<file path="src/red_pkg.sv">
`timescale 1ns / 1ps
`default_nettype none
// ----------------------------------------------------------------------------
// red_pkg: shared types and constants of the rotary encoder decoder
// Transition tables, register indexes, divider sizing and state codes.
// ----------------------------------------------------------------------------
package red_pkg;

  // configuration register indexes
  localparam int CFG_IDX_BITS = 2;
  localparam int CFG_DATA_BITS = 8;
  localparam logic [CFG_IDX_BITS-1:0] REG_ACCEL_ENABLE = 2'd0;
  localparam logic [CFG_IDX_BITS-1:0] REG_SENSITIVITY = 2'd1;
  localparam logic [CFG_IDX_BITS-1:0] REG_MAX_MULTIPLIER = 2'd2;
  localparam logic [CFG_IDX_BITS-1:0] REG_HALF_STEP = 2'd3;

  // register reset values
  localparam logic [7:0] SENSITIVITY_RESET = 8'd120;
  localparam logic [6:0] MAX_MULT_RESET = 7'd6;

  // minimum detent gap in ms
  localparam logic [7:0] MIN_GAP = 8'd3;

  // divider: 8-bit dividend, one quotient bit per step
  localparam int DIV_STEPS = 8;
  localparam int DIV_CNT_BITS = $clog2(DIV_STEPS);

  // table entry: [4] counterclockwise, [3] clockwise, [2:0] next state
  typedef logic [4:0] entry_t;
  localparam entry_t E_CW = 5'h08;
  localparam entry_t E_CCW = 5'h10;

  localparam entry_t FULL_TABLE [8][4] = '{
    '{5'd0, 5'd2, 5'd4, 5'd0},
    '{5'd3, 5'd0, 5'd1, 5'd0 | E_CW},
    '{5'd3, 5'd2, 5'd0, 5'd0},
    '{5'd3, 5'd2, 5'd1, 5'd0},
    '{5'd6, 5'd0, 5'd4, 5'd0},
    '{5'd6, 5'd5, 5'd0, 5'd0 | E_CCW},
    '{5'd6, 5'd5, 5'd4, 5'd0},
    '{5'd0, 5'd2, 5'd4, 5'd0}
  };

  localparam entry_t HALF_TABLE [8][4] = '{
    '{5'd3, 5'd2, 5'd1, 5'd0},
    '{5'd3 | E_CCW, 5'd0, 5'd1, 5'd0},
    '{5'd3 | E_CW, 5'd2, 5'd0, 5'd0},
    '{5'd3, 5'd5, 5'd4, 5'd0},
    '{5'd3, 5'd3, 5'd4, 5'd0 | E_CW},
    '{5'd3, 5'd5, 5'd3, 5'd0 | E_CCW},
    '{5'd3, 5'd2, 5'd1, 5'd0},
    '{5'd3, 5'd2, 5'd1, 5'd0}
  };

  // sequencer states
  typedef enum logic [3:0] {
    ST_IDLE  = 4'b0001,
    ST_DIV   = 4'b0010,
    ST_SCALE = 4'b0100,
    ST_DONE  = 4'b1000
  } state_t;

endpackage
`default_nettype wire

</file>
<file path="src/red_if.sv">
`timescale 1ns / 1ps
`default_nettype none
// ----------------------------------------------------------------------------
// red_if: handshake channels of the rotary encoder decoder
// Sample input, movement output and configuration write channels.
// ----------------------------------------------------------------------------

// pin sample word
interface red_sample_if #(
  parameter int TIME_BITS = 32
);
  logic                 valid;
  logic                 ready;
  logic                 pin_a;
  logic                 pin_b;
  logic [TIME_BITS-1:0] time_ms;

  modport source (output valid, pin_a, pin_b, time_ms, input ready);
  modport sink (input valid, pin_a, pin_b, time_ms, output ready);
endinterface

// movement result word
interface red_result_if;
  logic              valid;
  logic              ready;
  logic signed [7:0] movement;

  modport source (output valid, movement, input ready);
  modport sink (input valid, movement, output ready);
endinterface

// configuration write word
interface red_cfg_if;
  import red_pkg::*;
  logic                     valid;
  logic                     ready;
  logic [CFG_IDX_BITS-1:0]  index;
  logic [CFG_DATA_BITS-1:0] data;

  modport source (output valid, index, data, input ready);
  modport sink (input valid, index, data, output ready);
endinterface
`default_nettype wire

</file>
<file path="src/rotary_encoder_accel_decoder.sv">
`timescale 1ns / 1ps
`default_nettype none
// A sample is accepted in the idle state and its result is loaded into the output register
// from ST_DONE; a detent scaled by acceleration passes ST_SCALE for a gap over 255 ms, else
// the 8-step divider and then ST_SCALE. The next sample is taken while the previous result
// waits in the output register.
// Reset (rst, synchronous, active high) loads register defaults, start state,
// zero detent time and an empty output register.
// ----------------------------------------------------------------------------
// rotary_encoder_accel_decoder: quadrature decoder with speed acceleration
// Table-driven detent decode, with an iterative divider for the step scale.
// ----------------------------------------------------------------------------
module rotary_encoder_accel_decoder
  import red_pkg::*;
#(
  parameter int TIME_BITS = 32
) (
  input  wire logic  clk,
  input  wire logic  rst,
  red_sample_if.sink sample,
  red_result_if.source result,
  red_cfg_if.sink    cfg
);

  // configuration registers
  logic       accel_enable;
  logic [7:0] sensitivity;
  logic [6:0] max_multiplier;
  logic       half_step;

  // decoder state
  state_t               state;
  logic [2:0]           decode_state;
  logic [TIME_BITS-1:0] last_detent_time;

  // divider and result holding
  logic [7:0]              divisor;
  logic [7:0]              rem;
  logic [7:0]              quot;
  logic [DIV_CNT_BITS-1:0] cnt;
  logic                    dir_cw;
  logic signed [7:0]       res;

  // output register
  logic              out_valid;
  logic signed [7:0] out_movement;

  logic sample_fire;
  logic cfg_fire;
  logic out_load;

  assign sample.ready = (state == ST_IDLE);
  assign cfg.ready = 1'b1;
  assign sample_fire = sample.valid && sample.ready;
  assign cfg_fire = cfg.valid && cfg.ready;
  assign out_load = (state == ST_DONE) && (!out_valid || result.ready);

  assign result.valid = out_valid;
  assign result.movement = out_movement;

  // table lookup
  logic [1:0] level;
  entry_t     entry;
  logic       det_cw;
  logic       det_ccw;

  always_comb begin
    level = {sample.pin_b, sample.pin_a};
    entry = half_step ? HALF_TABLE[decode_state][level] : FULL_TABLE[decode_state][level];
    det_cw = entry[3];
    det_ccw = !entry[3] && entry[4];
  end

  // detent gap
  logic [TIME_BITS-1:0] gap;
  logic                 gap_wide;
  logic                 gap_short;

  always_comb begin
    gap = sample.time_ms - last_detent_time;
    gap_wide = |gap[TIME_BITS-1:8];
    gap_short = !gap_wide && (gap[7:0] < MIN_GAP);
  end

  // one restoring division step
  logic [8:0] shifted;
  logic [9:0] diff;
  logic [7:0] rem_next;
  logic [7:0] quot_next;

  always_comb begin
    shifted = {rem, quot[7]};
    diff = {1'b0, shifted} - {2'b00, divisor};
    rem_next = diff[9] ? shifted[7:0] : diff[7:0];
    quot_next = {quot[6:0], !diff[9]};
  end

  // multiplier clamp and sign
  logic [7:0]        fac_lo;
  logic [7:0]        fac;
  logic signed [7:0] scaled;

  always_comb begin
    fac_lo = (quot == 8'd0) ? 8'd1 : quot;
    fac = (fac_lo > {1'b0, max_multiplier}) ? {1'b0, max_multiplier} : fac_lo;
    scaled = dir_cw ? -$signed(fac) : $signed(fac);
  end

  // configuration writes
  always_ff @(posedge clk) begin
    if (rst) begin
      accel_enable <= 1'b0;
      sensitivity <= SENSITIVITY_RESET;
      max_multiplier <= MAX_MULT_RESET;
      half_step <= 1'b0;
    end else if (cfg_fire) begin
      unique case (cfg.index)
        REG_ACCEL_ENABLE:   accel_enable <= cfg.data[0];
        REG_SENSITIVITY:    sensitivity <= cfg.data;
        REG_MAX_MULTIPLIER: max_multiplier <= cfg.data[6:0];
        REG_HALF_STEP:      half_step <= cfg.data[0];
        default:            ;
      endcase
    end
  end

  // sequencer
  always_ff @(posedge clk) begin
    if (rst) begin
      state <= ST_IDLE;
      decode_state <= 3'd0;
      last_detent_time <= '0;
      cnt <= '0;
    end else begin
      if (cfg_fire && cfg.index == REG_HALF_STEP) begin
        decode_state <= 3'd0;
      end
      unique case (state)
        ST_IDLE: begin
          if (sample_fire) begin
            decode_state <= entry[2:0];
            dir_cw <= det_cw;
            if ((det_cw || det_ccw) && accel_enable) begin
              last_detent_time <= sample.time_ms;
              if (gap_short) begin
                res <= 8'sd0;
                state <= ST_DONE;
              end else if (gap_wide) begin
                quot <= 8'd0;
                state <= ST_SCALE;
              end else begin
                divisor <= gap[7:0];
                rem <= 8'd0;
                quot <= sensitivity;
                cnt <= '0;
                state <= ST_DIV;
              end
            end else begin
              res <= det_cw ? -8'sd1 : (det_ccw ? 8'sd1 : 8'sd0);
              state <= ST_DONE;
            end
          end
        end
        ST_DIV: begin
          rem <= rem_next;
          quot <= quot_next;
          cnt <= cnt + 1'b1;
          if (cnt == DIV_CNT_BITS'(DIV_STEPS - 1)) begin
            state <= ST_SCALE;
          end
        end
        ST_SCALE: begin
          res <= scaled;
          state <= ST_DONE;
        end
        ST_DONE: begin
          if (out_load) begin
            state <= ST_IDLE;
          end
        end
        default: state <= ST_IDLE;
      endcase
    end
  end

  // output register
  always_ff @(posedge clk) begin
    if (rst) begin
      out_valid <= 1'b0;
    end else if (out_load) begin
      out_valid <= 1'b1;
    end else if (result.ready) begin
      out_valid <= 1'b0;
    end
  end

  always_ff @(posedge clk) begin
    if (out_load) begin
      out_movement <= res;
    end
  end

endmodule
`default_nettype wire

</file>
<file path="src/flat_wrapper.sv">
// flat-port wrapper written by rule: the top's interface ports become plain ports
module rotary_encoder_accel_decoder_flat import red_pkg::*;
#(
  parameter int TIME_BITS = 32
)
  (clk, rst, sample_valid, sample_pin_a, sample_pin_b, sample_time_ms, sample_ready, result_valid, result_movement, result_ready, cfg_valid, cfg_index, cfg_data, cfg_ready);
  red_sample_if #(.TIME_BITS(TIME_BITS)) sample_i ();
  red_result_if result_i ();
  red_cfg_if cfg_i ();
  input  wire logic clk;
  input  wire logic rst;
  input wire logic [$bits(sample_i.valid)-1:0] sample_valid;
  input wire logic [$bits(sample_i.pin_a)-1:0] sample_pin_a;
  input wire logic [$bits(sample_i.pin_b)-1:0] sample_pin_b;
  input wire logic [$bits(sample_i.time_ms)-1:0] sample_time_ms;
  output wire logic [$bits(sample_i.ready)-1:0] sample_ready;
  output wire logic [$bits(result_i.valid)-1:0] result_valid;
  output wire logic [$bits(result_i.movement)-1:0] result_movement;
  input wire logic [$bits(result_i.ready)-1:0] result_ready;
  input wire logic [$bits(cfg_i.valid)-1:0] cfg_valid;
  input wire logic [$bits(cfg_i.index)-1:0] cfg_index;
  input wire logic [$bits(cfg_i.data)-1:0] cfg_data;
  output wire logic [$bits(cfg_i.ready)-1:0] cfg_ready;
  assign sample_i.valid = sample_valid;
  assign sample_i.pin_a = sample_pin_a;
  assign sample_i.pin_b = sample_pin_b;
  assign sample_i.time_ms = sample_time_ms;
  assign sample_ready = sample_i.ready;
  assign result_valid = result_i.valid;
  assign result_movement = result_i.movement;
  assign result_i.ready = result_ready;
  assign cfg_i.valid = cfg_valid;
  assign cfg_i.index = cfg_index;
  assign cfg_i.data = cfg_data;
  assign cfg_ready = cfg_i.ready;
  rotary_encoder_accel_decoder #(.TIME_BITS(TIME_BITS)) u_core (.clk(clk), .rst(rst), .sample(sample_i), .result(result_i), .cfg(cfg_i));
endmodule
</file>
<file path="config.mk">
export PLATFORM = sky130hd
export DESIGN_NAME = rotary_encoder_accel_decoder_flat
export DESIGN_NICKNAME = d
export VERILOG_FILES = /design/src/red_pkg.sv /design/src/red_if.sv /design/src/rotary_encoder_accel_decoder.sv /design/src/flat_wrapper.sv
export SDC_FILE = /design/constraint.sdc
export NUM_CORES = 1
export LEC_CHECK = 0
export BUFFER_PORTS_ARGS = -buffer_cell sky130_fd_sc_hd__buf_4
export CAP_MARGIN = 30
export CORE_MARGIN = 10
export CORE_UTILIZATION = 40
export CTS_CLUSTER_SIZE = 14
export DETAILED_ROUTE_END_ITERATION = 6
export SLEW_MARGIN = 5
export SYNTH_ARGS = -nofsm -noshare
export SYNTH_HDL_FRONTEND = slang
export SYNTH_SLANG_ARGS = --single-unit
</file>
<file path="constraint.sdc">
create_clock -name clk -period 4.9 [get_ports clk]
set_input_delay 0.245 -clock clk [delete_from_list [all_inputs] [get_ports clk]]
set_output_delay 0.245 -clock clk [all_outputs]
set_load 0.02 [all_outputs]
</file>
==> results of run 1 <==
worst register-to-register path, delay by kind of cell, from the launching register on:
kind                     cells  cell delay (ns)
buffers and inverters        3             0.47
AND/OR/NAND/NOR              2             0.62
AO/OA/AOI/OAI                8             2.00
flip-flops                   1             0.33
adder cells (fa/ha/maj)      1             0.35
area by class of cell:
type / count / share of cell area
multi-input combinational: 699 / 0.542
sequential: 101 / 0.298
clock inverter: 6 / 0.00660
inverter: 66 / 0.0304
timing repair buffer: 65 / 0.0595
tap: 229 / 0.0351
clock buffer: 10 / 0.0281
cells by family after synthesis:
family          synth area share
simple gates               0.225
compound gates             0.214
buf+inv                   0.0627
flops                      0.333
fa+ha+maj                 0.0979
mux                       0.0392
xor+xnor                  0.0276
other cells             0.000513
cells in the mapped netlist (12+ instances only):
master    number
dfxtp_1       60
clkbuf_1      35
inv_1         66
a21oi_1       88
nand2_1      153
nand4_1       14
ha_1          54
nor2_1        68
xnor2_1       17
nor3_1        12
edfxtp_1      41
nand2b_1      15
nand3_1       30
o21ai_0       48
mux2i_1       23
o211ai_1      12
power by group:
part / switching (W) / internal, W / total (W)
Sequential: 0.0000147 / 0.000894 / 0.000909
Combinational: 0.000204 / 0.000137 / 0.000341
Clock: 0.000347 / 0.000357 / 0.000704
Total: 0.000566 / 0.00139 / 0.00195
state kept, by name (all words and copies together), names as in the netlist:
signal / flops
u_core.cnt: 3
u_core.rem: 8
u_core.last_detent_time: 32
u_core.dir_cw: 1
u_core.state: 4
u_core.accel_enable: 1
u_core.res: 8
u_core.divisor: 8
u_core.max_multiplier: 7
u_core.quot: 8
u_core.decode_state: 3
u_core.sensitivity: 8
u_core.result.valid: 1
u_core.half_step: 1
u_core.result.movement: 8
per-stage QoR:
stage               worst slack (ns)  instances  power, W  utilization
global route                   0.453       1176   0.00205        0.454
CTS                            0.854       1176   0.00197        0.454
detailed placement             0.799       1160   0.00127        0.438
floorplan                       1.03        914   0.00116            -
finish                         0.829       1176   0.00195        0.454
global placement               0.737       1159   0.00127        0.438
layer usage:
metal,wire length (µm),up-vias,global-route usage
met2,8980,122,0.264
met5,0,-,0
met3,643,15,0.0267
met4,219,0,0.0361
li1,-,3291,-
met1,8300,2995,0.182
worst min path at each step:
| stage | start | slack (ns) | cells past startpoint | end |
|---|---|---|---|---|
| finish | cfg_data[5] | 0.12 | 3 | u_core.sensitivity[5] |
| global route | cfg_data[5] | 0.12 | 3 | u_core.sensitivity[5] |
| CTS | cfg_data[4] | 0.11 | 3 | u_core.sensitivity[4] |
| detailed placement | u_core.res[7] | 0.41 | 0 | u_core.result.movement[7] |
| global placement | u_core.res[1] | 0.40 | 0 | u_core.result.movement[1] |
| floorplan | cfg_data[6] | 0.37 | 2 | u_core.sensitivity[6] |
==> flow_summary.yaml, run 1 <==
sta:
  post-route-min-period_ns: 4.07
  grt_setup_unrepaired: "no"
  period_share: 0.831
  drv_slew: 0
  finClkSkew_ns: 0.00783
  max_freq_ghz: 0.246
  relSlewSlack: 0.430
  worst_pin_slew_ns: 0.852
  tns_ns: 0
  hold_viol_final: 0
  whs_ns: 0.122
  setup_violations: 0
logic_synthesis:
  synth-edff-count: 41
  synth_top_area_share: 0.168
  async_flop_share: 0
  ys_top_cells_by_area: "edfxtp_1 (17%), dfxtp_1 (16%), ha_1 (9.2%), nand2_1 (7.9%), a21oi_1 (6.0%)"
  syn_nets: 1019
  ys_types: 75
  synthFlopType: "dfxtp_1"
  synth_top_cell_by_area: "edfxtp_1"
  synthCells: 914
  seq_area_frac_synth: 0.333
  synth-seq-cells: 101
  mappedNetlistArea_um2: 7310
  ys_warn_count: 0
  syn_avg_cell_area_um2: 8.00
worst_setup_path:
  path_cells: "inv_1 -> ha_1 -> a21oi_1 -> o21ai_1 -> a21oi_1 -> a22oi_1 -> a31oi_1 -> o2111ai_1 -> or4_4 -> nor4_4 -> buf_4 -> o21ai_1 -> a211oi_1 -> buf_4"
  r2r-end: "u_core.res[3]"
  path_max_fanout: 12
  startpoint: "u_core.last_detent_time[6]"
  r2r-start: "u_core.last_detent_time[6]"
  worstPathArrival_ns: 4.14
  critical_path.max_stage_delay_ns: 0.45
  cp_top_family: "compound AO/OA/AOI/OAI gates"
  start_kind: "flop"
  cp.required_ns: 4.97
  critical_path.endpoint_type: "flop"
  cp-endpoint: "u_core.res[3]"
  cp.depth: 14
  rrSetupSlack_ns: 0.83
  cp_num_buf_inv: 3
  rr_worst_depth: 14
  crit_type: "flop to flop"
  crit_path_top_delay_cell: "a21oi_1"
grt:
  grt.total_usage: 0.149
  grt_pass1_vias: 6390
  grt_antenna_before_repair: 0
  grt_max_degree: 64
  grt_pass1_wl_um: 30600
  grt-ovfl-total: 0
drt:
  drt-total-wl_um: 18100
  wl_per_cell_um: 15.4
  ant_nets: 0
  firstDrtPassIters: 5
  num_vias: 6423
  drt-initial-drc-count: 378
  drc: 0
  vias_per_cell: 5.46
floorplanning:
  start_util: 0.407
  coreArea_um2: 18000
  ios: 60
  std_cell_rows: 49
  die_y_um: 155
  die_w_um: 155
  die-area_um2: 24100
finish:
  diodes: 0
  multi_input_area_um2: 4420
  layout_common_cells: "nand2_1 (153), a21oi_1 (88), nor2_1 (67)"
  area_growth_pct: 11.6
  nNetsFinal: 1047
  n_fill_cell: 1815
  drive_above_1_share: 0.111
  stdcell_area_um2: 8160
  mostFrequentLayoutCell: "nand2_1"
  ff_latch_area_um2: 2430
power_and_ir_drop:
  ir_drop_v: 0.000175
  p_leak_nw: 3.12
  pwr_density_cell_nw_per_um2: 240
clock_tree:
  cts_resized: 0
  htree_levels: 3
  cts_buffers: 9
  cts_buffer_depth: 2
  cts_root_buf: "clkbuf_16"
  clock-sinks: 101
  clk-insertion-delay-late_ns: 0.35
  cts_tree: "built"
  path_clk_slew_ns: 0.08
  postCtsSetupRepairBufs: 0
  cts_hold_buf: 0
worst_hold_path:
  hp-class: "input port to flop"
placement:
  dp_hpwl_um: 13800
  placed_area_um2: 7870
  gp_congestion: 0.890
  port_buffers: 58
run:
  max_cap_violations: 0
status:
  outcome: "finished clean"
(Power assumes the default switching activity.)
==> run 2, diff against run 1 <==
Clock period 4.9 ns to 3.5 ns, I/O delays scaled along.
==> flow_summary.yaml, run 2 (same netlist as run 1, synthesis figures left out) <==
floorplanning:
  die-area_um2: 24100
  die_w_um: 155
  die_y_um: 155
  std_cell_rows: 49
  coreArea_um2: 18000
  start_util: 0.407
  ios: 60
drt:
  drc: 0
  wl_per_cell_um: 15.4
  ant_nets: 0
  drt-initial-drc-count: 347
  firstDrtPassIters: 5
  drt-total-wl_um: 19800
  num_vias: 6951
  vias_per_cell: 5.38
clock_tree:
  cts_hold_buf: 0
  cts_tree: "built"
  cts_buffers: 9
  clock-sinks: 101
  cts_root_buf: "clkbuf_16"
  htree_levels: 3
  path_clk_slew_ns: 0.07
  cts_buffer_depth: 2
  clk-insertion-delay-late_ns: 0.36
grt:
  grt-ovfl-total: 0
  grt.total_usage: 0.162
  grt_pass1_vias: 6880
  grt_pass1_wl_um: 32800
  grt_max_degree: 64
  grt_antenna_before_repair: 0
finish:
  mostFrequentLayoutCell: "buf_4"
  drive_above_1_share: 0.279
  nNetsFinal: 1162
  area_growth_pct: 32.5
  largest_register_ffs: 32
  fin_cells: 1291
  diodes: 0
  regMostFlops: "u_core.last_detent_time"
  layout_common_cells: "buf_4 (168), nand2_1 (153), a21oi_1 (79)"
worst_setup_path:
  worstPathArrival_ns: 3.57
  cp.required_ns: 3.58
  r2r-start: "u_core.last_detent_time[16]"
  start_kind: "flop"
  critical_path.endpoint_type: "flop"
  startpoint: "u_core.last_detent_time[16]"
  rr_worst_depth: 16
  rrSetupSlack_ns: 0.009
  r2r-end: "u_core.res[2]"
  crit_type: "flop to flop"
  path_max_fanout: 8
worst_hold_path:
  hold_end: "u_core.sensitivity[5]"
  whs_path_depth: 3
  min_from: "cfg_data[5]"
  hp-class: "input port to flop"
power_and_ir_drop:
  p_leak_nw: 3.76
  pwr_density_cell_nw_per_um2: 309
  ir_drop_v: 0.000245
placement:
  dp_hpwl_um: 14600
  port_buffers: 58
  gp_congestion: 0.855
  placed_cells: 1258
sta:
  setup_violations: 0
  max_freq_ghz: 0.286
  finClkSkew_ns: 0.0100
  hold_viol_final: 0
  worst_pin_slew_ns: 0.783
  drv_slew: 0
  post-route-min-period_ns: 3.49
  relSlewSlack: 0.478
  period_share: 0.997
  tns_ns: 0
  grt_setup_unrepaired: "yes"
run:
  max_cap_violations: 0
status:
  outcome: "finished clean"
run 2: cell count changes in the layout (fill, tap and decap cells not counted), moves of 9 or more:
cell / delta
buf_4: +104
ha_1: -15
ha_4: +14
buf_6: +11
o21ai_0: -10
a21oi_1: -9
run 2: cell type report:
type / count / area, µm²
clock buffers: 10 / 229
clock inverters: 6 / 81.3
fillers: 1696 / 8280
inverters: 66 / 248
multi-input cells: 699 / 5000
flip-flops and latches: 101 / 2440
well taps: 229 / 287
repair buffers: 180 / 1400
run 2: critical path, cell delays in order, from the launching register on:
cell	delay, ns
dfxtp_2	0.32
inv_1	0.06
ha_4	0.30
buf_6	0.11
nand2_1	0.06
buf_4	0.14
o21ai_1	0.28
nor2_1	0.12
a31oi_4	0.22
xnor2_2	0.14
o2111ai_1	0.15
or4_4	0.53
nor4_4	0.15
buf_6	0.17
o21ai_4	0.08
a211oi_4	0.23
buf_6	0.16
run 2: report_power, final:
group          internal (W)  total (W)  leakage [nW]  switching (W)
clock              0.000569    0.00106         0.150       0.000488
combinational      0.000314   0.000666          2.76       0.000353
sequential          0.00125    0.00127         0.855      0.0000199
run 2: how the worst max path moves through the flow:
stage / depth (start not counted) / to
after detailed placement: 15 / u_core.res[2]
after CTS: 14 / u_core.rem[2]
after global routing: 15 / u_core.res[2]
after floorplan: 12 / u_core.res[0]
after global placement: 15 / u_core.res[2]
final: 16 / u_core.res[2]
run 2: through the flow:
| stage | setup slack [ns] | cell area (µm²) | power, W | hold WS [ns] | util |
|---|---|---|---|---|---|
| after floorplan | -0.00771 | 7340 | 0.00163 | 0.296 | - |
| after global placement | -0.163 | 8640 | 0.00186 | 0.404 | 0.481 |
| after detailed placement | -0.214 | 8640 | 0.00186 | 0.409 | 0.481 |
| after CTS | 0.000400 | 9350 | 0.00297 | 0.0305 | 0.521 |
| after global routing | -0.153 | 9680 | 0.00313 | 0.0440 | 0.539 |
| final | 0.00948 | 9680 | 0.00300 | 0.0453 | 0.539 |
run 2: timing repair:
item                       CTS  global route
buffers inserted            10             9
pin swaps                   30            35
gates resized for setup     55            59
setup endpoints to repair   35            48
run 2: per-layer routing:
layer / wire length (µm) / global-route usage
met3: 650 / 0.0287
met1: 8830 / 0.195
met5: 0 / 0
met2: 10000 / 0.287
met4: 339 / 0.0463
==> run 3, diff against run 2 <==
Clock period 3.5 ns to 4.4 ns, I/O delays scaled along.
==> flow_summary.yaml, run 3 (same netlist as run 1, synthesis figures left out) <==
grt:
  grt_max_degree: 64
  grt_antenna_before_repair: 0
  grt_pass1_wl_um: 30200
  grt_pass1_vias: 6083
  grt.total_usage: 0.149
  grt-ovfl-total: 0
placement:
  port_buffers: 58
  dp_hpwl_um: 14000
  pre_cts_slack_ns: 0.434
  gp_congestion: 0.896
  placed_cells: 1164
drt:
  drt-initial-drc-count: 319
  drc: 0
  num_vias: 6465
  firstDrtPassIters: 5
  ant_nets: 0
  vias_per_cell: 5.48
  dr_wl_met2_um: 9070
  wl_per_cell_um: 15.5
  drt-total-wl_um: 18300
  top_layer: "met4"
  met1Wirelength_um: 8240
  wl_met3_um: 760
clock_tree:
  cts_tree: "built"
  htree_levels: 3
  cts_resized: 0
  cts_hold_buf: 0
  cts_root_buf: "clkbuf_16"
  cts_buffer_depth: 2
  clk-insertion-delay-late_ns: 0.36
  path_clk_slew_ns: 0.08
  clock-sinks: 101
  postCtsSetupRepairBufs: 0
  cts_buffers: 9
sta:
  hold_viol_final: 0
  setup_violations: 0
  drv_slew: 0
  tns_ns: 0
  post-route-min-period_ns: 3.93
  finClkSkew_ns: 0.00840
  grt_setup_unrepaired: "no"
  setup_ws_ns: 0.468
  relSlewSlack: 0.446
  period_share: 0.894
  worst_pin_slew_ns: 0.828
  max_freq_ghz: 0.254
worst_setup_path:
  rrSetupSlack_ns: 0.47
  startpoint: "u_core.last_detent_time[0]"
  start_kind: "flop"
  crit_path_top_delay_cell: "or4_4"
  critPathMostFrequentCell: "o21ai_1"
  rr_worst_depth: 13
  path_max_fanout: 8
  cp.required_ns: 4.48
  crit_type: "flop to flop"
  cp_top_family: "compound AO/OA/AOI/OAI gates"
  r2r-end: "u_core.res[6]"
  critical_path.max_stage_delay_ns: 0.55
  worstPathArrival_ns: 4.01
  cp_num_buf_inv: 1
  path_cells: "ha_1 -> fa_1 -> nand2b_1 -> a21oi_4 -> o211ai_1 -> o21ai_1 -> nand2_1 -> mux2i_1 -> or4_4 -> nor4_4 -> o21ai_1 -> a211oi_1 -> buf_4"
  r2r-start: "u_core.last_detent_time[0]"
  critical_path.endpoint_type: "flop"
power_and_ir_drop:
  pwr_density_cell_nw_per_um2: 274
  ir_drop_v: 0.000201
  seqPwrFrac: 0.450
  p_switching_w: 0.000660
  p_leak_nw: 3.16
  comb_power_share: 0.169
  clkPwrFrac: 0.381
  power.internal_w: 0.00159
  p_sw_frac: 0.293
finish:
  fin_cells: 1180
  mostFrequentLayoutCell: "nand2_1"
  area_growth_pct: 12.5
  nNetsFinal: 1051
  postLayoutCoreUtil: 0.458
  layout_common_cells: "nand2_1 (153), a21oi_1 (88), buf_4 (68)"
  drive_above_1_share: 0.116
  largest_register_ffs: 32
  regMostFlops: "u_core.last_detent_time"
  diodes: 0
floorplanning:
  coreArea_um2: 18000
  std_cell_rows: 49
  start_util: 0.407
  die_w_um: 155
  ios: 60
  die_y_um: 155
  die-area_um2: 24100
worst_hold_path:
  hp-class: "input port to flop"
  hold_end: "u_core.sensitivity[3]"
  whs_path_depth: 3
  min_from: "cfg_data[3]"
status:
  outcome: "finished clean"
run:
  max_cap_violations: 0
==> run 3: cell count changes in the layout (fill, tap and decap cells not counted), moves of 6 or more <==
cell	delta
ha_1	+15
o21ai_2	-6
buf_6	-11
o21ai_0	+10
dfxtp_1	+6
ha_4	-14
dfxtp_2	-6
a21oi_1	+9
buf_4	-100
a21oi_4	-6
==> run 3: power by group through the flow <==
stage / clock [W] / combinational, W / sequential [W]
after floorplan: 0 / 0.000259 / 0.00103
after global placement: 0 / 0.000378 / 0.00103
after detailed placement: 0 / 0.000378 / 0.00103
after CTS: 0.000882 / 0.000380 / 0.00101
after global routing: 0.000913 / 0.000424 / 0.00102
final: 0.000856 / 0.000381 / 0.00101
==> run 3: layout make-up <==
| cell class | instances | area (µm²) |
|---|---|---|
| Multi-Input combinational cell | 699 | 4420 |
| Sequential cell | 101 | 2430 |
| Clock buffer | 10 | 250 |
| Fill cell | 1798 | 9740 |
| Timing Repair Buffer | 69 | 515 |
| Inverter | 66 | 248 |
| Tap cell | 229 | 287 |
| Clock inverter | 6 | 67.6 |
==> run 3: layer usage <==
| metal | GRT usage | vias up |
|---|---|---|
| li1 | - | 3309 |
| met4 | 0.0432 | 0 |
| met1 | 0.181 | 2997 |
| met3 | 0.0281 | 17 |
| met5 | 0 | - |
| met2 | 0.262 | 142 |
==> run 3: how the worst max path moves through the flow <==
stage | to | slack (ns) | cells after the start
detailed placement | u_core.res[2] | 0.43 | 15
CTS | u_core.res[6] | 0.46 | 13
floorplan | u_core.res[0] | 0.53 | 12
finish | u_core.res[6] | 0.47 | 13
global placement | u_core.quot[3] | 0.35 | 13
global route | u_core.res[7] | 0.15 | 13
==> run 3: worst register-to-register path, stage by stage (launching register included) <==
cell      delay (ns)
dfxtp_1         0.32
ha_1            0.19
fa_1            0.40
nand2b_1        0.21
a21oi_4         0.27
o211ai_1        0.17
o21ai_1         0.33
nand2_1         0.13
mux2i_1         0.18
or4_4           0.55
nor4_4          0.24
o21ai_1         0.19
a211oi_1        0.26
buf_4           0.20
==> run 3: per-stage QoR <==
step           hold slack, ns  cell area (µm²)  total power [W]
3_3_place_gp            0.402             7900          0.00141
2_1_floorplan           0.341             7310          0.00129
4_1_cts                0.0743             8220          0.00227
3_5_place_dp            0.405             7900          0.00141
6_report               0.0835             8220          0.00225
5_1_grt                0.0927             8220          0.00235
